[src/sv/ppu_pkg.sv]
// ============================================================================
// ppu_pkg: shared types and constants of the particle pool update block
// Register indexes, fixed-point limits and the tick command passed from the
// front end to the back end.
// ============================================================================
`default_nettype none

package ppu_pkg;

    localparam int NUM_SLOTS  = 64;
    localparam int SLOT_W     = 6;
    localparam int CFG_IDX_W  = 3;
    localparam int CFG_DATA_W = 48;

    localparam logic [CFG_IDX_W-1:0] REG_LOOPING   = 3'd0;
    localparam logic [CFG_IDX_W-1:0] REG_INTERVAL  = 3'd1;
    localparam logic [CFG_IDX_W-1:0] REG_LIFETIME  = 3'd2;
    localparam logic [CFG_IDX_W-1:0] REG_DIRECTION = 3'd3;
    localparam logic [CFG_IDX_W-1:0] REG_SPEED     = 3'd4;
    localparam logic [CFG_IDX_W-1:0] REG_SPREAD    = 3'd5;
    localparam logic [CFG_IDX_W-1:0] REG_SIZE      = 3'd6;
    localparam logic [CFG_IDX_W-1:0] REG_COLOUR    = 3'd7;

    localparam logic [19:0] ACC_MAX   = 20'hFFFFF;
    localparam logic [31:0] LFSR_SEED = 32'h0000ACE1;
    localparam logic [31:0] LFSR_TAPS = 32'hA3000000;
    localparam logic [12:0] ONE_Q12   = 13'd4096;
    localparam logic signed [23:0] POS_MAX = 24'sh7FFFFF;
    localparam logic signed [23:0] POS_MIN = -24'sh800000;

    // One accepted tick, classified by the front end.
    typedef struct packed {
        logic        active;    // looping was on: age and move the pool
        logic [6:0]  n_emit;    // emissions requested, at most NUM_SLOTS
        logic [15:0] dt;
        logic signed [23:0] org_x;
        logic signed [23:0] org_y;
        logic signed [23:0] org_z;
    } tick_cmd_t;

    typedef enum logic [3:0] {
        BK_IDLE,
        BK_EMIT_FIND,
        BK_EMIT_RAND,
        BK_EMIT_MUL,
        BK_EMIT_WR,
        BK_UPD_RD,
        BK_UPD_MUL,
        BK_UPD_DIV,
        BK_UPD_WR,
        BK_OUT
    } back_state_t;

    function automatic logic signed [23:0] sat24(input logic signed [47:0] v);
        if (v > 48'(POS_MAX)) begin
            return POS_MAX;
        end
        if (v < 48'(POS_MIN)) begin
            return POS_MIN;
        end
        return v[23:0];
    endfunction

    function automatic logic [31:0] lfsr_step(input logic [31:0] s);
        logic [31:0] r;
        r = s >> 1;
        if (s[0]) begin
            r = r ^ LFSR_TAPS;
        end
        return r;
    endfunction

endpackage

`default_nettype wire

[src/sv/ppu_front.sv]
// ============================================================================
// ppu_front: tick intake and emission count
// Holds the configuration registers and the emission accumulator, and turns
// each tick into a command: the accumulator division runs one quotient bit
// per cycle.
// ============================================================================
`default_nettype none

module ppu_front (
    input  wire logic                          clk,
    input  wire logic                          rst_n,
    input  wire logic                          push,
    output logic                               full,
    input  wire logic [15:0]                   delta_time,
    input  wire logic signed [23:0]            origin_x,
    input  wire logic signed [23:0]            origin_y,
    input  wire logic signed [23:0]            origin_z,
    input  wire logic                          cfg_valid,
    output logic                               cfg_ready,
    input  wire logic [ppu_pkg::CFG_IDX_W-1:0] cfg_index,
    input  wire logic [ppu_pkg::CFG_DATA_W-1:0] cfg_data,
    output logic [15:0]                        lifetime,
    output logic [47:0]                        direction,
    output logic [15:0]                        speed,
    output logic [15:0]                        spread,
    output logic                               cmd_valid,
    input  wire logic                          cmd_ready,
    output ppu_pkg::tick_cmd_t                 cmd
);

    logic        looping_reg;
    logic [15:0] interval_reg;
    logic [15:0] lifetime_reg;
    logic [47:0] direction_reg;
    logic [15:0] speed_reg;
    logic [15:0] spread_reg;
    logic [19:0] acc_reg;

    // Restoring division of the accumulator by the interval.
    logic        busy_reg;
    logic [4:0]  bit_reg;
    logic [19:0] quo_reg;
    logic [19:0] rem_reg;
    logic [19:0] dvd_reg;
    logic        cmd_valid_reg;
    ppu_pkg::tick_cmd_t cmd_reg;

    logic        accept;
    logic [20:0] acc_sum;
    logic [19:0] acc_sat;
    logic [20:0] rem_shift;
    logic        fits;

    assign full      = busy_reg || cmd_valid_reg;
    assign accept    = push && !full;
    assign cfg_ready = 1'b1;
    assign acc_sum   = {1'b0, acc_reg} + 21'(delta_time);
    assign acc_sat   = acc_sum[20] ? ppu_pkg::ACC_MAX : acc_sum[19:0];
    assign rem_shift = {rem_reg, dvd_reg[19]};
    assign fits      = rem_shift >= 21'(interval_reg);

    assign lifetime  = lifetime_reg;
    assign direction = direction_reg;
    assign speed     = speed_reg;
    assign spread    = spread_reg;
    assign cmd_valid = cmd_valid_reg;
    assign cmd       = cmd_reg;

    always_ff @(posedge clk or negedge rst_n) begin
        if (!rst_n) begin
            looping_reg   <= 1'b1;
            interval_reg  <= 16'd410;
            lifetime_reg  <= 16'd8192;
            direction_reg <= 48'd4096;
            speed_reg     <= 16'd256;
            spread_reg    <= 16'd0;
        end else if (cfg_valid) begin
            case (cfg_index)
                ppu_pkg::REG_LOOPING:   looping_reg   <= cfg_data[0];
                ppu_pkg::REG_INTERVAL:  interval_reg  <= cfg_data[15:0];
                ppu_pkg::REG_LIFETIME:  lifetime_reg  <= cfg_data[15:0];
                ppu_pkg::REG_DIRECTION: direction_reg <= cfg_data;
                ppu_pkg::REG_SPEED:     speed_reg     <= cfg_data[15:0];
                ppu_pkg::REG_SPREAD:    spread_reg    <= cfg_data[15:0];
                // Size and colour of new particles never reach the results.
                ppu_pkg::REG_SIZE:      ;
                ppu_pkg::REG_COLOUR:    ;
                default: ;
            endcase
        end
    end

    always_ff @(posedge clk or negedge rst_n) begin
        if (!rst_n) begin
            acc_reg       <= '0;
            busy_reg      <= 1'b0;
            cmd_valid_reg <= 1'b0;
            bit_reg       <= '0;
            dvd_reg       <= '0;
            rem_reg       <= '0;
            quo_reg       <= '0;
            cmd_reg       <= '0;
        end else begin
            if (cmd_valid_reg && cmd_ready) begin
                cmd_valid_reg <= 1'b0;
            end
            if (accept) begin
                cmd_reg.dt     <= delta_time;
                cmd_reg.org_x  <= origin_x;
                cmd_reg.org_y  <= origin_y;
                cmd_reg.org_z  <= origin_z;
                cmd_reg.active <= looping_reg;
                cmd_reg.n_emit <= '0;
                if (looping_reg && interval_reg != 16'd0) begin
                    busy_reg <= 1'b1;
                    bit_reg  <= 5'd19;
                    dvd_reg  <= acc_sat;
                    rem_reg  <= '0;
                    quo_reg  <= '0;
                end else begin
                    if (looping_reg) begin
                        acc_reg <= acc_sat;
                    end
                    cmd_valid_reg <= 1'b1;
                end
            end else if (busy_reg) begin
                dvd_reg <= {dvd_reg[18:0], 1'b0};
                quo_reg <= {quo_reg[18:0], fits};
                rem_reg <= fits ? 20'(rem_shift - 21'(interval_reg)) : rem_shift[19:0];
                if (bit_reg == 5'd0) begin
                    busy_reg      <= 1'b0;
                    cmd_valid_reg <= 1'b1;
                    acc_reg       <= fits ? 20'(rem_shift - 21'(interval_reg))
                                          : rem_shift[19:0];
                    if ({quo_reg[18:0], fits} > 20'(ppu_pkg::NUM_SLOTS)) begin
                        cmd_reg.n_emit <= 7'(ppu_pkg::NUM_SLOTS);
                    end else begin
                        cmd_reg.n_emit <= {quo_reg[5:0], fits};
                    end
                end else begin
                    bit_reg <= bit_reg - 5'd1;
                end
            end
        end
    end

endmodule

`default_nettype wire

[config.mk]
export PLATFORM = sky130hd
export DESIGN_NAME = ppu_front
export DESIGN_NICKNAME = d
export VERILOG_FILES = /design/src/sv/ppu_pkg.sv /design/src/sv/ppu_front.sv
export SDC_FILE = /design/constraint.sdc
export NUM_CORES = 1
export LEC_CHECK = 0
export ABC_AREA = 0
export BUFFER_PORTS_ARGS = -buffer_cell sky130_fd_sc_hd__buf_2
export CAP_MARGIN = 20
export CORE_ASPECT_RATIO = 1.4
export CORE_UTILIZATION = 25
export CTS_CLUSTER_SIZE = 16
export DETAILED_ROUTE_END_ITERATION = 12
export SYNTH_ARGS = -nofsm -noshare
export SYNTH_HDL_FRONTEND = slang
export SYNTH_SLANG_ARGS = --single-unit
[constraint.sdc]
create_clock -name clk -period 6.7 [get_ports clk]
set_input_delay 0.335 -clock clk [delete_from_list [all_inputs] [get_ports clk]]
set_output_delay 0.335 -clock clk [all_outputs]
set_load 0.005 [all_outputs]
==> results.md <==
Place:
- Input and output buffers added on the ports amount to 337.
- At the end of routability-driven placement, the weighted congestion stood at 0.835.
- The count of placed standard cells including taps is 2304.
- The half-perimeter wire length after detailed placement is 29000 um.

Layout:
- The number of antenna repair diodes is 0.
- The number of non-filler instances in the completed layout is 2481.
- The register with the most flip-flops in the layout has 96 of them.
- Measured on the finished design, the core utilization comes to 0.344.
- Summing all multi-input logic gate instances after layout gives 5800 um2.
- In the final layout, the share of cells above drive strength 1 is 0.310.
- The total number of nets in the final design is 1920.
- The area growth from synthesis to final layout is 35.5%.
- The total of fill cells in the finished design is 5390.
- The combined flip-flop and latch cell area is 7390 um2.

Worst setup path:
- Of all nets on the critical path, the largest fanout is 22.
- The worst-case reg-to-reg path depth is 11.
- The worst endpoint required time is 7.15 ns.
- The setup check on the worst reg-to-reg path leaves a slack of 3.18 ns.
- The total number of cells along the worst setup path is 13.
- The peak per-stage delay on the critical path is 0.66 ns.
- The launch point of the worst reg-to-reg path is acc_reg[0].
- The kind of cell with the highest combined delay along the critical path is compound AO/OA/AOI/OAI gates.
- For the worst setup path, the data arrival time is 4.05 ns.
- The worst setup path is captured at a flip-flop.
- The end of the worst register-to-register path is acc_reg[12].
- The signal on the critical path passes through dlygate4sd3_1 -> buf_2 -> ha_1 -> inv_1 -> fa_1 -> nand2b_1 -> a2111oi_4 -> o21ai_1 -> o22ai_2 -> and2b_1 -> nor2_1 -> a221o_1 -> a32oi_1.
- The startpoint-to-endpoint class of the critical path is in -> reg.
- The number of buffers and inverters on the critical path is 3.
- The worst setup path is launched from an input pin.
- The largest individual stage delay along the critical path comes from the cell and2b_1.

Global route:
- The wire length of the first global-routing pass is 66100 um.
- The via count of the first global-routing pass is 11800.
- The number of antenna violations at the first check in global routing was 0.
- The total overflow left after global routing is 0.
- Entering global routing, the biggest net connects 107 pins.
- The total global routing track utilization is 0.153.

Clocking:
- The number of clock buffers added by TritonCTS is 35.
- Clock tree synthesis selected as its root buffer the cell clkbuf_16.
- The worst-case clock buffer depth is 3.
- The number of clock sinks is 295.
- Clock-pin slew was measured on the worst setup and hold paths at 0.06 ns.
- TritonCTS built the clock tree.
- The number of gates given a new drive strength after cts is 0.
- The deepest level of the CTS H-tree is 2.
- The clock reaches the later pin of the worst-skew pair after 0.56 ns.

Route:
- The count of nets left with antenna violations once routing finished came out at 0.
- The first routing iteration left 680 violations.
- The number of iterations in the first detailed-routing pass is 5.
- The number of design rule violations left after detail routing is 0.
- The number of vias after detailed routing is 11500.
- After detailed routing, the number of vias per cell comes to 4.65.
- The post-detailed-routing wire length is 42300 um.
- The wire length per cell is 17.1 um.

Timing:
- On the final layout, the worst clock skew is 0.0270 ns.
- Dividing the final minimum period by the clock period gives 0.537.
- The max-slew violation count was 0.
- Setup repair after global routing left no endpoint under its margin.
- The maximum clock frequency is 0.278 GHz.
- The hold violation count in the final report is 0.
- The final-report setup violation count is 0.
- Final hold analysis gives a worst-case slack of 0.0236 ns.
- The relative slew slack is 0.340.
- The smallest clock period supported by the final layout is computed as 3.60 ns.
- After routing, the total negative slack on setup checks comes to 0 ns.
- At the pin with the least slew margin, the transition time is 0.989 ns.

Die:
- The effective utilization at floorplan is 0.254.
- The floorplan has 100 rows.
- The die width is 199 um.
- The total area inside the core boundary comes to 53400 um2.
- The die is 278 um tall.
- The overall die area is 55200 um2.
- The number of I/O pins is 339.

Status:
- The run finished with clean final reports.

Synthesis:
- The average instance in the mapped netlist occupies 10.3 um2.
- During synthesis, Yosys emitted a total of 0 warnings.
- The largest area contributor in the synthesized netlist is dfrtp_1.
- The sequential share of the synthesized area is 0.545.
- After synthesis, the share of flip-flops with an asynchronous set or reset is 1.00.
- The fraction of post-synthesis cell area in the top cell type by area is 0.528.
- Summing every instance area after synthesis gives 13600 um2.
- The number of nets handed over by synthesis was 1491.
- The post-synthesis register bit count is 295.
- In the post-synthesis netlist, the biggest area contributors are dfrtp_1, nand2_1, mux2_2.
- The commonest register cell after synthesis is dfrtp_1.
- Synthesis produced a netlist whose cell count is 1311.
- The number of flops mapped to enable cells by yosys is 0.
- The synthesized netlist contains 79 unique library cells.

Min path:
- The count of cells along the worst hold path is 3.
- The worst min-delay path category is in -> reg.
- The hold path endpoint is cmd[83].
- In this run the most critical hold path is launched from delta_time[11].

Flow run:
- The reported max-cap violation count is 0.

Power and ir drop:
- The largest voltage drop on the vdd net is 0.197 mV.
- The ratio of total power to cell area is 455 nW/um2.
- For this design the static power due to leakage is 8.95 nW.
cells in the final DEF, fill, tap and decap left out, types with 8 or more instances in the layout:
master and count:
and3_1 9, mux2_2 100, nor3_1 18, xnor2_1 14
dfstp_2 9, a21oi_1 44, nand4_1 10, ha_1 34
a22oi_1 12, a22o_1 30, clkbuf_16 36, and2_1 8
buf_2 336, xor2_1 17, o31ai_1 11, dfrtp_1 286
nand2_1 346, nand3_1 19, o21ai_0 71, inv_1 32
buf_4 10, a21o_1 12, dlygate4sd3_1 111, nor2_1 44
power breakdown:
| group | internal (mW) | total, mW | leakage, nW | switching, mW |
|---|---|---|---|---|
| sequential | 2.45 | 2.89 | 3.61 | 0.444 |
| clock | 1.19 | 2.00 | 0.587 | 0.807 |
| combinational | 1.45 | 3.47 | 4.75 | 2.02 |
| total | 5.09 | 8.36 | 8.95 | 3.27 |
layer usage:
| layer | wire length [um] | global-route usage |
|---|---|---|
| met4 | 1850 | 0.0751 |
| met2 | 20900 | 0.261 |
| met3 | 2420 | 0.0323 |
| met5 | 0 | 0 |
| met1 | 17200 | 0.180 |
synth_stat cells (all sizes together) (6+ instances only):
library cell and number:
xnor2 14, ha 34, a21o 12, nor3 19, mux2 100, dfstp 9, a211oi 9, dfrtp 286
nand2b 7, nand4 11, and2 9, nand2 349, o31ai 12, o21ai 79, o211ai 6, nor2 46
buf 16, xor2 17, nand3 20, and3 9, clkbuf 53, a22o 30, inv 32, nor4 7
a21oi 44, a221o 6, a22oi 12
through the flow:
step                      power [mW]  instance area [um2]  setup slack (ns)
after CTS                       8.43                18300              3.16
final                           8.36                18400              3.10
after detailed placement        6.30                16000              3.16
after floorplan                 5.01                13600              3.94
after global placement          6.18                16000              3.26
after global routing            8.98                18400              2.89
cell type report:
type                    count  share of cell area
repair buffers            461               0.161
multi-input cells         915               0.316
flip-flops and latches    295               0.402
clock buffers              48              0.0553
inverters                  32             0.00654
well taps                 714              0.0486
clock inverters            16              0.0105
logic make-up after synthesis:
logic type               synth area share
AND/OR/NAND/NOR                     0.157
flip-flops                          0.545
AO/OA/AOI/OAI                       0.129
multiplexers                       0.0853
buffers and inverters              0.0293
adder cells (fa/ha/maj)            0.0343
XOR/XNOR                           0.0200
other                            0.000277
worst reg2reg max path, cell delays in order, from the launching register on:
cell	delay, ns
dfrtp_1	0.35
ha_1	0.20
inv_1	0.07
fa_1	0.39
nand2b_1	0.21
a2111oi_4	0.37
o21ai_1	0.16
o22ai_2	0.28
and2b_1	0.66
nor2_1	0.19
a221o_1	0.39
a32oi_1	0.16
how the worst max path moves through the flow:
stage	startpoint	endpoint	slack [ns]
after global placement	delta_time[0]	acc_reg[12]	3.26
after global routing	delta_time[0]	acc_reg[12]	2.89
after floorplan	interval_reg[7]	acc_reg[11]	3.94
final	delta_time[0]	acc_reg[12]	3.10
after CTS	delta_time[0]	acc_reg[12]	3.16
after detailed placement	delta_time[0]	acc_reg[12]	3.16
timing repair:
action / CTS / global route
hold buffers: 111 / 0
setup buffers: 0 / 0
endpoints found under the hold margin: 210 / 0
(Power assumes the default switching activity.)
