[src/sv/ppu_pkg.sv]
// ============================================================================
// ppu_pkg: shared types and constants of the particle pool update block
// Register indexes, fixed-point limits and the tick command passed from the
// front end to the back end.
// ============================================================================
`default_nettype none

package ppu_pkg;

    localparam int NUM_SLOTS  = 64;
    localparam int SLOT_W     = 6;
    localparam int CFG_IDX_W  = 3;
    localparam int CFG_DATA_W = 48;

    localparam logic [CFG_IDX_W-1:0] REG_LOOPING   = 3'd0;
    localparam logic [CFG_IDX_W-1:0] REG_INTERVAL  = 3'd1;
    localparam logic [CFG_IDX_W-1:0] REG_LIFETIME  = 3'd2;
    localparam logic [CFG_IDX_W-1:0] REG_DIRECTION = 3'd3;
    localparam logic [CFG_IDX_W-1:0] REG_SPEED     = 3'd4;
    localparam logic [CFG_IDX_W-1:0] REG_SPREAD    = 3'd5;
    localparam logic [CFG_IDX_W-1:0] REG_SIZE      = 3'd6;
    localparam logic [CFG_IDX_W-1:0] REG_COLOUR    = 3'd7;

    localparam logic [19:0] ACC_MAX   = 20'hFFFFF;
    localparam logic [31:0] LFSR_SEED = 32'h0000ACE1;
    localparam logic [31:0] LFSR_TAPS = 32'hA3000000;
    localparam logic [12:0] ONE_Q12   = 13'd4096;
    localparam logic signed [23:0] POS_MAX = 24'sh7FFFFF;
    localparam logic signed [23:0] POS_MIN = -24'sh800000;

    // One accepted tick, classified by the front end.
    typedef struct packed {
        logic        active;    // looping was on: age and move the pool
        logic [6:0]  n_emit;    // emissions requested, at most NUM_SLOTS
        logic [15:0] dt;
        logic signed [23:0] org_x;
        logic signed [23:0] org_y;
        logic signed [23:0] org_z;
    } tick_cmd_t;

    typedef enum logic [3:0] {
        BK_IDLE,
        BK_EMIT_FIND,
        BK_EMIT_RAND,
        BK_EMIT_MUL,
        BK_EMIT_WR,
        BK_UPD_RD,
        BK_UPD_MUL,
        BK_UPD_DIV,
        BK_UPD_WR,
        BK_OUT
    } back_state_t;

    function automatic logic signed [23:0] sat24(input logic signed [47:0] v);
        if (v > 48'(POS_MAX)) begin
            return POS_MAX;
        end
        if (v < 48'(POS_MIN)) begin
            return POS_MIN;
        end
        return v[23:0];
    endfunction

    function automatic logic [31:0] lfsr_step(input logic [31:0] s);
        logic [31:0] r;
        r = s >> 1;
        if (s[0]) begin
            r = r ^ LFSR_TAPS;
        end
        return r;
    endfunction

endpackage

`default_nettype wire

[src/sv/ppu_queue.sv]
// ============================================================================
// ppu_queue: two-entry command queue
// Decouples tick intake from the pool walk.
// ============================================================================
`default_nettype none

module ppu_queue (
    input  wire logic               clk,
    input  wire logic               rst_n,
    input  wire logic               in_valid,
    output logic                    in_ready,
    input  wire ppu_pkg::tick_cmd_t in_cmd,
    output logic                    out_valid,
    input  wire logic               out_ready,
    output ppu_pkg::tick_cmd_t      out_cmd
);

    ppu_pkg::tick_cmd_t mem_reg [2];
    logic       wp_reg;
    logic       rp_reg;
    logic [1:0] cnt_reg;
    logic       wr;
    logic       rd;

    assign in_ready  = cnt_reg != 2'd2;
    assign out_valid = cnt_reg != 2'd0;
    assign out_cmd   = mem_reg[rp_reg];
    assign wr        = in_valid && in_ready;
    assign rd        = out_valid && out_ready;

    always_ff @(posedge clk) begin
        if (wr) begin
            mem_reg[wp_reg] <= in_cmd;
        end
    end

    always_ff @(posedge clk or negedge rst_n) begin
        if (!rst_n) begin
            wp_reg  <= 1'b0;
            rp_reg  <= 1'b0;
            cnt_reg <= '0;
        end else begin
            if (wr) begin
                wp_reg <= !wp_reg;
            end
            if (rd) begin
                rp_reg <= !rp_reg;
            end
            cnt_reg <= cnt_reg + 2'(wr) - 2'(rd);
        end
    end

endmodule

`default_nettype wire

[config.mk]
export PLATFORM = sky130hd
export DESIGN_NAME = ppu_queue
export DESIGN_NICKNAME = d
export VERILOG_FILES = /design/src/sv/ppu_pkg.sv /design/src/sv/ppu_queue.sv
export SDC_FILE = /design/constraint.sdc
export NUM_CORES = 1
export LEC_CHECK = 0
export BUFFER_PORTS_ARGS = -buffer_cell sky130_fd_sc_hd__buf_2
export CORE_MARGIN = 2
export CORE_UTILIZATION = 47
export DETAILED_ROUTE_END_ITERATION = 10
export GPL_TIMING_DRIVEN = 0
export MAX_ROUTING_LAYER = met4
export PLACE_DENSITY = 0.76
export SLEW_MARGIN = 20
export SYNTH_ARGS = -nofsm -noshare
export SYNTH_HDL_FRONTEND = slang
export SYNTH_SLANG_ARGS = --single-unit
export TNS_END_PERCENT = 50
[constraint.sdc]
create_clock -name clk -period 5.2 [get_ports clk]
set_input_delay 0.78 -clock clk [delete_from_list [all_inputs] [get_ports clk]]
set_output_delay 0.78 -clock clk [all_outputs]
set_load 0.05 [all_outputs]
==> out/metrics.yaml, run 1 <==
outcome: "finished, final reports clean"
use_met2_pct: 28.19
cp_num_cells: 5
clock-sinks: 196
syn2layout_area_growth_pct: 26.65
clk_root_buffer_cell: "sky130_fd_sc_hd__clkbuf_16"
fmax_mhz: 386.2
synth-simple-area-share_pct: 0.8092
grt_pass1_vias: 3964
vias: 3710
detailed_place_hpwl_microns: 9153
netlist_top_cells_area: "sky130_fd_sc_hd__edfxtp_1 79%, sky130_fd_sc_hd__mux2_2 10%, sky130_fd_sc_hd__mux2_4 6.2%"
netSwitchingPower_w: 0.002523
power.leakage_nw: 3.537
mostFrequentLayoutCell: "sky130_fd_sc_hd__buf_2"
antenna_found_initial: 2
period_share_pct: 49.79
slew_headroom_pct: 53.54
design.die.area_sq_um: 16470
drt_drc_violations_left: 0
hold_violations: 0
hold_path.class: "in2async"
grt_usage_pct: 16.48
max_cap_violations: 0
timing.critical_path.fanout_max: 10
synth-seq-cells: 196
fillCellCount: 1124
synth-seq-area-share_pct: 80.72
avgRoutedWirePerCell_microns: 17.63
worst_path_dominant_cell_family: "buffers and inverters"
final_cell_mix: "203 x sky130_fd_sc_hd__buf_2, 192 x sky130_fd_sc_hd__edfxtp_1, 66 x sky130_fd_sc_hd__mux2_2, 30 x sky130_fd_sc_hd__mux2_4, 17 x sky130_fd_sc_hd__clkbuf_16"
tritoncts: "yes"
worst_r2r_endpoint: "mem_reg[0][78]$_DFFE_PP_"
rr_worst_depth: 5
clk-insertion-delay-late_ns: 0.42
layout_setup_ws_ns: 2.611
post-cts-setup-buffers: 0
detailedRoute.firstIterationViolations: 136
number_of_cts_inserted_buffers: 17
setup_viol: 0
synthesized_area_sq_um: 7267
max_reg_flops: 192
drt-vias-per-instance: 4.980
critical_path.slowest_cell: "sky130_fd_sc_hd__dfrtp_1"
worst_setup_path_start_kind: "flop"
swShare_pct: 40.66
syn-instance-count: 321
synth-adder-area-share_pct: 0.1722
global_route.usage.met1_pct: 18.45
busiest_layer: "met2"
setup.worst_path.end_class: "primary output"
critical_path_cell_list: "buf_6 -> buf_6 -> buf_6 -> mux2_4 -> buf_2"
number_of_unique_standard_cell_types_used_by_synthesis: 19
synth_area_per_cell_sq_um: 22.64
shortest_clock_period_the_worst_path_allows_after_layout_ns: 2.589
xor_xnor_share_of_the_synthesized_area_pct: 0.3616
worst-slew-pin-transition_ns: 0.6970
slowest_stage_delay_cp_ns: 0.34
buffer_ports.inserted: 197
yosys.area.top_type_share_pct: 79.34
syn_nets: 422
die_outline_height_microns: 128.3
rrSetupSlack_ns: 3.25
cellInternalPower_w: 0.003682
ant_nets_after_route: 0
net_count_of_the_finished_layout: 643
global_route_wire_length_before_repair_microns: 19710
dieWidth_microns: 128.3
core-area_sq_um: 15150
setup_tns_ns: 0
combinational_family_with_the_most_area_after_synthesis: "multiplexers"
clock-skew-final_ns: 0.007506
critPathBufInv: 4
worst-setup-path-type: "reg2out"
maximum_number_of_pins_on_one_net_before_global_route_repair: 51
cts_hold_buffers: 0
rsz0062_at_grt: "false"
dp_worst_setup_slack_ns: 2.883
p_comb_share_pct: 43.6
power.clock.fraction_pct: 20.2
ir_worst_vdd_v: 0.0004352
synth-compound-area-share_pct: 0.3271
cp_data_arrival_time_ns: 1.81
drtPass1Iterations: 4
crit_top_cell: "sky130_fd_sc_hd__buf_6"
ios: 198
ys_warn_count: 0
initial_utilization_pct: 47.98
seq_power_share_pct: 36.2
timing.rr.start: "cnt_reg[0]$_DFF_PN0_"
power.density_cell_area_nw_per_um2: 674.1
synth_mux_area_share_pct: 16.43
ctsResizeCount: 0
critPathRequiredTime_ns: 4.42
gr-total-overflow: 0
drive_above_1_share_pct: 61.44
synth_area_leader_cell: "sky130_fd_sc_hd__edfxtp_1"
slew_violations: 0
worst_setup_hold_path_clk_slew_ns: 0.06
gr-usage-met3_pct: 4.491
gp_congestion: 0.7080
drt-total-wl_microns: 13140
row_count: 45
max-clock-path-buffers: 2
ctsHtreeMaxLevel: 4
-- metrics by stage --
stage | cells | power, W | cell area (sq um) | util (%) | hold WS (ns)
after floorplan | 321 | 0.004401 | 7269 | - | 0.4788
after global placement | 706 | 0.004924 | 8491 | 56.06 | 0.4935
after detailed placement | 711 | 0.005014 | 8631 | 56.98 | 0.5445
after CTS | 743 | 0.006273 | 9199 | 60.74 | 0.1380
after global routing | 745 | 0.006441 | 9204 | 60.77 | 0.1383
final | 745 | 0.006204 | 9204 | 60.77 | 0.1587
-- power groups by stage --
stage	Combinational, W	Sequential [W]	Clock [W]
floorplan	0.00212	0.00228	0
global placement	0.00261	0.00231	0
detailed placement	0.00273	0.00228	0
CTS	0.00274	0.00225	0.00128
global route	0.00283	0.00228	0.00134
finish	0.00270	0.00225	0.00125
-- worst reg2reg max path, delay by kind of cell, from the launching register on --
| family | cells | cell delay [ns] |
|---|---|---|
| and+or+nand+nor | 3 | 0.78 |
| DFF | 1 | 0.42 |
| buffers and inverters | 2 | 0.44 |
-- per-layer routing --
| metal | share of wire, % | up-vias |
|---|---|---|
| met5 | 0 | - |
| met4 | 1.8 | 0 |
| met3 | 5.6 | 21 |
| met2 | 53 | 127 |
| met1 | 40 | 1837 |
| li1 | - | 1725 |
-- cell families (layout without fill, tap and decap cells) --
| kind of cell | after synthesis | in the layout |
|---|---|---|
| other | 0 | 2 |
| buffers and inverters | 11 | 245 |
| AND/OR/NAND/NOR | 11 | 11 |
| XOR/XNOR | 3 | 3 |
| adder cells (fa/ha/maj) | 1 | 1 |
| AO/OA/AOI/OAI | 3 | 3 |
| flip-flops | 196 | 196 |
| multiplexers | 96 | 96 |
-- synthesized netlist by cell type --
master,n
sky130_fd_sc_hd__edfxtp_1,192
sky130_fd_sc_hd__mux2_2,66
sky130_fd_sc_hd__mux2_4,30
sky130_fd_sc_hd__buf_2,6
sky130_fd_sc_hd__buf_6,5
sky130_fd_sc_hd__dfrtp_1,4
sky130_fd_sc_hd__nor2_1,3
sky130_fd_sc_hd__xnor2_1,3
sky130_fd_sc_hd__nand2_1,2
sky130_fd_sc_hd__a311oi_1,1
sky130_fd_sc_hd__and3_1,1
sky130_fd_sc_hd__ha_1,1
sky130_fd_sc_hd__nand2b_1,1
sky130_fd_sc_hd__nand3_1,1
sky130_fd_sc_hd__nor2b_1,1
sky130_fd_sc_hd__nor4bb_1,1
sky130_fd_sc_hd__o21ai_0,1
sky130_fd_sc_hd__o21ba_2,1
sky130_fd_sc_hd__or2_2,1
-- worst max-delay path by stage --
stage | start | to | slack, ns
floorplan | cnt_reg[0]$_DFF_PN0_ | mem_reg[0][0]$_DFFE_PP_ | 1.20
global placement | in_valid | mem_reg[0][95]$_DFFE_PP_ | 0.06
detailed placement | in_valid | mem_reg[1][67]$_DFFE_PP_ | 2.88
CTS | rp_reg$_DFFE_PN0P_ | out_cmd[78] | 2.56
global route | rp_reg$_DFFE_PN0P_ | out_cmd[78] | 2.53
finish | rp_reg$_DFFE_PN0P_ | out_cmd[78] | 2.61
-- area by class of cell --
| class | count | area (sq um) | area share [%] |
|---|---|---|---|
| clock inverters | 13 | 135.1 | 1.468 |
| repair buffers | 202 | 1116 | 12.13 |
| diodes | 2 | 5.005 | 0.05438 |
| plain buffers | 11 | 86.33 | 0.9380 |
| flip-flops and latches | 196 | 5866 | 63.73 |
| well taps | 188 | 235.2 | 2.556 |
| multi-input cells | 114 | 1328 | 14.42 |
| clock buffers | 19 | 432.9 | 4.704 |
(Power assumes the default switching activity.)
==> run 2: changes to the inputs <==
==> constraint.sdc (replaced) <==
create_clock -name clk -period 2.2 [get_ports clk]
set_input_delay 0.33 -clock clk [delete_from_list [all_inputs] [get_ports clk]]
set_output_delay 0.33 -clock clk [all_outputs]
set_load 0.05 [all_outputs]
==> out/metrics.yaml, run 2 (synthesis gave the netlist of run 1 again) <==
hold_violations: 0  # unchanged
holdPathEnd: "mem_reg[1][88]$_DFFE_PP_"
final_util_pct: 60.73  # about the same
gr-usage-met3_pct: 5.364  # +0.87 points
gr-total-overflow: 0  # unchanged
avgRoutedWirePerCell_microns: 17.43  # -1.1%
clock-skew-final_ns: 0.009860  # +0.002355 ns
setup_tns_ns: 0  # unchanged
number_of_cts_inserted_buffers: 17  # unchanged
tritoncts: "yes"
fmax_mhz: 469.5
clk_root_buffer_cell: "sky130_fd_sc_hd__clkbuf_16"
timing.critical_path.fanout_max: 10  # unchanged
worst-setup-path-type: "reg2out"
drive_above_1_share_pct: 61.87  # +0.43 points
busiest_layer: "met2"
syn2layout_area_growth_pct: 26.57  # about the same
net_count_of_the_finished_layout: 644  # +0.16%
drtPass1Iterations: 4  # unchanged
setup.worst_path.end_class: "primary output"
period_share_pct: 96.81
shortest_clock_period_the_worst_path_allows_after_layout_ns: 2.130
final_cell_mix: "203 x sky130_fd_sc_hd__buf_2, 192 x sky130_fd_sc_hd__edfxtp_1, 66 x sky130_fd_sc_hd__mux2_2, 30 x sky130_fd_sc_hd__mux2_4, 17 x sky130_fd_sc_hd__clkbuf_16"
max-clock-path-buffers: 2  # unchanged
grt_usage_pct: 16.37  # -0.11 points
ir_worst_vdd_v: 0.0007972  # +83%
worst_r2r_endpoint: "mem_reg[1][2]$_DFFE_PP_"
power.density_cell_area_nw_per_um2: 1598  # +140%
rsz0062_at_grt: "true"
setup_viol: 0  # unchanged
use_met2_pct: 26.47  # -1.7 points
critical_path.slowest_cell: "sky130_fd_sc_hd__dfrtp_1"
ant_nets_after_route: 0  # unchanged
power.leakage_nw: 3.548  # +0.31%
hold-path-cell-count: 1
drt_drc_violations_left: 0  # unchanged
worst_setup_hold_path_clk_slew_ns: 0.07  # about the same
critical_path_cell_list: "buf_6 -> buf_6 -> buf_6 -> mux2_4 -> buf_2"
outcome: "finished, final reports clean"
slowest_stage_delay_cp_ns: 0.34  # about the same
placement.cell_area_sq_um: 8603  # -0.32%
design.die.area_sq_um: 16470  # unchanged
dieWidth_microns: 128.3  # unchanged
layout_setup_ws_ns: 0.07021  # -2.541 ns
row_count: 45  # unchanged
clk-insertion-delay-late_ns: 0.43  # about the same
buffer_ports.inserted: 197  # unchanged
drt-vias-per-instance: 5.008  # +0.57%
worst_setup_path_start_kind: "flop"
cp_data_arrival_time_ns: 1.80  # about the same
worst_hold_startpoint: "in_cmd[88]"
crit_top_cell: "sky130_fd_sc_hd__buf_6"
dp_worst_setup_slack_ns: 0.09392  # -2.789 ns
antenna_cells_inserted: 0  # -2
timing.rr.start: "cnt_reg[0]$_DFF_PN0_"
worst-slew-pin-transition_ns: 0.6973  # +0.0003540 ns
ios: 198  # unchanged
vias: 3726  # +0.43%
detailed_place_hpwl_microns: 8927  # -2.5%
core-area_sq_um: 15150  # unchanged
ctsHtreeMaxLevel: 4  # unchanged
grt_pass1_vias: 3814  # -3.8%
critPathRequiredTime_ns: 1.87  # -2.55 ns
slew_violations: 0  # unchanged
mostFrequentLayoutCell: "sky130_fd_sc_hd__buf_2"
slew_headroom_pct: 53.51  # about the same
fillCellCount: 1113  # -0.98%
max_cap_violations: 0  # unchanged
clock-sinks: 196  # unchanged
gp_congestion: 0.7250  # +2.4%
critPathBufInv: 4  # unchanged
global_route.usage.met1_pct: 19.03  # +0.58 points
drt-total-wl_microns: 12970  # -1.3%
antenna_found_initial: 0  # -2
die_outline_height_microns: 128.3  # unchanged
max_reg_flops: 192  # unchanged
global_route_wire_length_before_repair_microns: 19260  # -2.3%
maximum_number_of_pins_on_one_net_before_global_route_repair: 50  # -2.0%
detailedRoute.firstIterationViolations: 161  # +18%
rr_worst_depth: 3  # -2
stdcell_area_sq_um: 9198  # about the same
worst_path_dominant_cell_family: "buffers and inverters"
initial_utilization_pct: 47.98  # unchanged
rrSetupSlack_ns: 0.22  # -3.03 ns
hold_path.class: "in2reg"
==> run 2: repair_timing <==
action | in CTS | in global routing
gates resized for setup | 0 | 0
setup buffers | 0 | 0
hold buffers | 1 | 0
setup endpoints to repair | 0 | 56
hold endpoints to repair | 4 | 0
==> run 2: worst register-to-register path, cell delays in order (launching register included) <==
cell and delay (ns):
sky130_fd_sc_hd__dfrtp_1 0.45, sky130_fd_sc_hd__nand2b_4 0.19, sky130_fd_sc_hd__and3_4 0.65, sky130_fd_sc_hd__buf_16 0.34
==> run 2: area by class of cell <==
cell class	instances	area, sq um	area share (%)
sequential	196	5866	63.77
multi-input combinational	115	1349	14.66
timing repair buffer	202	1084	11.78
clock buffer	17	425.4	4.625
tap	188	235.2	2.557
clock inverter	15	152.6	1.660
buffer	11	86.33	0.9386
==> run 2: worst max path at each step <==
stage | from | depth (start not counted) | slack (ns) | end
2_1_floorplan | cnt_reg[0]$_DFF_PN0_ | 3 | -0.38 | mem_reg[0][0]$_DFFE_PP_
3_3_place_gp | cnt_reg[0]$_DFF_PN0_ | 3 | -0.96 | mem_reg[0][69]$_DFFE_PP_
3_5_place_dp | cnt_reg[0]$_DFF_PN0_ | 5 | 0.09 | mem_reg[0][68]$_DFFE_PP_
4_1_cts | rp_reg$_DFFE_PN0P_ | 5 | 0.02 | out_cmd[58]
5_1_grt | rp_reg$_DFFE_PN0P_ | 5 | -0.02 | out_cmd[77]
6_report | rp_reg$_DFFE_PN0P_ | 5 | 0.07 | out_cmd[74]
==> run 2: metrics by stage <==
stage                     hold slack (ns)  total power [W]  cells
final                             0.08297          0.01469    744
after global routing              0.06217          0.01529    744
after CTS                         0.06650          0.01483    743
after detailed placement           0.1455          0.01180    710
after global placement             0.1383          0.01161    706
after floorplan                   0.03441          0.01039    321
==> run 2: report_power, final <==
group	switching, W	internal (W)
clock network	0.00134	0.00169
logic	0.00445	0.00190
registers	0.000221	0.00509
total	0.00601	0.00868
==> run 2: per-layer routing <==
layer / share of wire, % / wire length (microns) / vias up
met5: 0 / 0 / -
met4: 1.5 / 189 / 0
met3: 7.8 / 1006 / 14
met2: 50 / 6491 / 157
met1: 41 / 5282 / 1821
li1: - / - / 1734
==> run 3: changes to the inputs <==
--- a/config.mk
+++ b/config.mk
@@ -5,6 +5,7 @@
 export SDC_FILE = /design/constraint.sdc
 export NUM_CORES = 1
 export LEC_CHECK = 0
+export ABC_AREA = 1
 export BUFFER_PORTS_ARGS = -buffer_cell sky130_fd_sc_hd__buf_2
 export CORE_MARGIN = 2
 export CORE_UTILIZATION = 47
==> out/metrics.yaml, run 3 <==
syn-instance-count: 533  # +66%
clock-skew-final_ns: 0.008217  # -0.001644 ns
number_of_unique_standard_cell_types_used_by_synthesis: 14  # -5
max_cap_violations: 0  # unchanged
post_synth_most_frequent_cells: "297 x sky130_fd_sc_hd__nand2_1, 192 x sky130_fd_sc_hd__edfxtp_1, 13 x sky130_fd_sc_hd__buf_2"
worst-slew-pin-transition_ns: 0.5684  # -0.1289 ns
syn_nets: 634  # +50%
vias: 4567  # +23%
gp_congestion: 0.7271  # +0.29%
setup_viol: 0  # unchanged
worst-setup-path-type: "reg2out"
post-cts-setup-buffers: 0  # unchanged
worst_setup_path_start_kind: "flop"
synth_async_sr_flop_share_pct: 2.041  # unchanged
netlist_top_cells_area: "sky130_fd_sc_hd__edfxtp_1 80%, sky130_fd_sc_hd__nand2_1 15%, sky130_fd_sc_hd__dfrtp_1 1.4%"
fillCellCount: 1167  # +4.9%
die_outline_height_microns: 127.9  # -0.34%
detailed_place_hpwl_microns: 9950  # +11%
syn2layout_area_growth_pct: 27.86
post-synth-top-count-cell: "sky130_fd_sc_hd__nand2_1"
setup.worst_path.end_class: "primary output"
net_count_of_the_finished_layout: 859  # +33%
drive_above_1_share_pct: 33.72  # -28 points
max_reg_flops: 192  # unchanged
hold_violations: 0  # unchanged
number_of_cts_inserted_buffers: 17  # unchanged
global_route_wire_length_before_repair_microns: 21590  # +12%
worst_setup_hold_path_clk_slew_ns: 0.07  # about the same
ctsHtreeMaxLevel: 4  # unchanged
cp_data_arrival_time_ns: 1.76  # -0.04 ns
slew_violations: 0  # unchanged
buffer_ports.inserted: 197  # unchanged
slew_headroom_pct: 62.02  # +8.5 points
ys_warn_count: 0  # unchanged
dieWidth_microns: 127.9  # -0.34%
final_cell_mix: "295 x sky130_fd_sc_hd__nand2_1, 196 x sky130_fd_sc_hd__buf_2, 192 x sky130_fd_sc_hd__edfxtp_1, 17 x sky130_fd_sc_hd__clkbuf_16, 14 x sky130_fd_sc_hd__clkbuf_4"
max-clock-path-buffers: 2  # unchanged
critPathRequiredTime_ns: 1.87  # about the same
initial_utilization_pct: 47.83  # -0.15 points
tritoncts: "yes"
gr-total-overflow: 0  # unchanged
core-area_sq_um: 15090  # -0.37%
grt_pass1_vias: 4517  # +18%
clk_root_buffer_cell: "sky130_fd_sc_hd__clkbuf_16"
design.die.area_sq_um: 16360  # -0.67%
synth-seq-cells: 196  # unchanged
drt-vias-per-instance: 4.752  # -5.1%
yosys.area.top_type_share_pct: 79.89  # +0.55 points
hold_path.class: "in2reg"
grt_usage_pct: 18.22  # +1.9 points
antenna_found_initial: 2  # +2
fmax_mhz: 478.7  # +1.9%
synth-seq-area-share_pct: 81.28  # +0.56 points
mostFrequentLayoutCell: "sky130_fd_sc_hd__nand2_1"
timing.critical_path.fanout_max: 10  # unchanged
drtPass1Iterations: 5  # +1
outcome: "finished, final reports clean"
synth_area_per_cell_sq_um: 13.54  # -40%
drt-total-wl_microns: 14210  # +9.6%
detailedRoute.firstIterationViolations: 242  # +50%
rsz0062_at_grt: "false"
ant_nets_after_route: 0  # unchanged
ios: 198  # unchanged
clock-sinks: 196  # unchanged
row_count: 45  # unchanged
shortest_clock_period_the_worst_path_allows_after_layout_ns: 2.089  # -0.04066 ns
synth_area_leader_cell: "sky130_fd_sc_hd__edfxtp_1"
dominantRegCellSynth: "sky130_fd_sc_hd__edfxtp_1"
synth_edf_count: 192  # unchanged
maximum_number_of_pins_on_one_net_before_global_route_repair: 27  # -46%
synthesized_area_sq_um: 7217  # -0.69%
clk-insertion-delay-late_ns: 0.42  # about the same
avgRoutedWirePerCell_microns: 14.79  # -15%
drt_drc_violations_left: 0  # unchanged
fin_worst_hold_slack_ns: 0.09173  # +0.008760 ns
period_share_pct: 94.96  # -1.8 points
[run 3: cell count changes after synthesis, sizes merged, moves of 2 or more]
| cell | change |
|---|---|
| buf | +10 |
| inv | +8 |
| mux2 | -96 |
| nand2 | +295 |
| nor2 | +2 |
| xnor2 | -3 |
[run 3: final cells by class]
cell class                      count  area [sq um]  area share, %
Sequential cell                   196          5866          63.57
Timing Repair Buffer              206          1221          13.23
Antenna cell                        2         5.005        0.05424
Tap cell                          188         235.2          2.549
Clock buffer                       20         436.7          4.732
Buffer                             21         143.9          1.559
Multi-Input combinational cell    308          1205          13.06
Clock inverter                     12         82.58         0.8949
Inverter                            8         32.53         0.3525
[run 3: what timing repair did]
item,in CTS,in global routing
setup endpoints to repair,0,14
hold buffers,1,0
gates resized for setup,0,14
endpoints found under the hold margin,4,0
[run 3: path summary, 6_finish.rpt]
kind                                      start                       end  slack [ns]  depth (start not counted)
hold reg to reg            cnt_reg[0]$_DFF_PN0_      cnt_reg[0]$_DFF_PN0_        0.58                          1
setup reg to reg           cnt_reg[1]$_DFF_PN0_  mem_reg[1][40]$_DFFE_PP_        0.34                          5
min in group asynchronous                 rst_n      cnt_reg[0]$_DFF_PN0_        0.27                          2
setup / recovery             rp_reg$_DFFE_PN0P_               out_cmd[76]        0.11                          7
max in group asynchronous                 rst_n        rp_reg$_DFFE_PN0P_        1.80                          2
hold / removal                       in_cmd[80]  mem_reg[0][80]$_DFFE_PP_        0.09                          1
[run 3: layer usage]
metal  GRT usage [%]  part of all wire [%]
met2           31.08                    53
met3           4.674                   5.3
met5               -                     0
met4           8.145                   2.3
met1           20.29                    40
[run 3: per-stage QoR]
| stage | worst slack (ns) | cell area (sq um) | utilization [%] | TNS (ns) | std cells |
|---|---|---|---|---|---|
| finish | 0.1109 | 9228 | 61.15 | 0 | 961 |
| detailed placement | 0.3425 | 8658 | 57.38 | 0 | 926 |
| CTS | 0.02509 | 9188 | 60.89 | 0 | 959 |
| floorplan | -0.3704 | 7247 | - | -68.38 | 533 |
| global placement | -1.073 | 8468 | 56.12 | -202.89 | 918 |
| global route | 0.0002300 | 9228 | 61.15 | 0 | 961 |
[run 3: logic make-up after synthesis]
logic type | Yosys count | share of synthesized area, %
AND/OR/NAND/NOR | 304 | 15.85
XOR/XNOR | 1 | 0.1214
buffers and inverters | 29 | 2.445
adder cells (fa/ha/maj) | 1 | 0.1733
flip-flops | 196 | 81.28
AO/OA/AOI/OAI | 2 | 0.1386
[run 3: worst max-delay path, cell delays in order, from the launching register on]
cell                      delay, ns
sky130_fd_sc_hd__dfrtp_1       0.36
sky130_fd_sc_hd__buf_4         0.17
sky130_fd_sc_hd__inv_4         0.11
sky130_fd_sc_hd__buf_6         0.17
sky130_fd_sc_hd__buf_6         0.16
sky130_fd_sc_hd__nand2_1       0.07
sky130_fd_sc_hd__nand2_1       0.05
sky130_fd_sc_hd__buf_2         0.25
Power of run 3 is not shown: default switching activity piles up to over one toggle a cycle in this logic, so the estimate is an artifact.
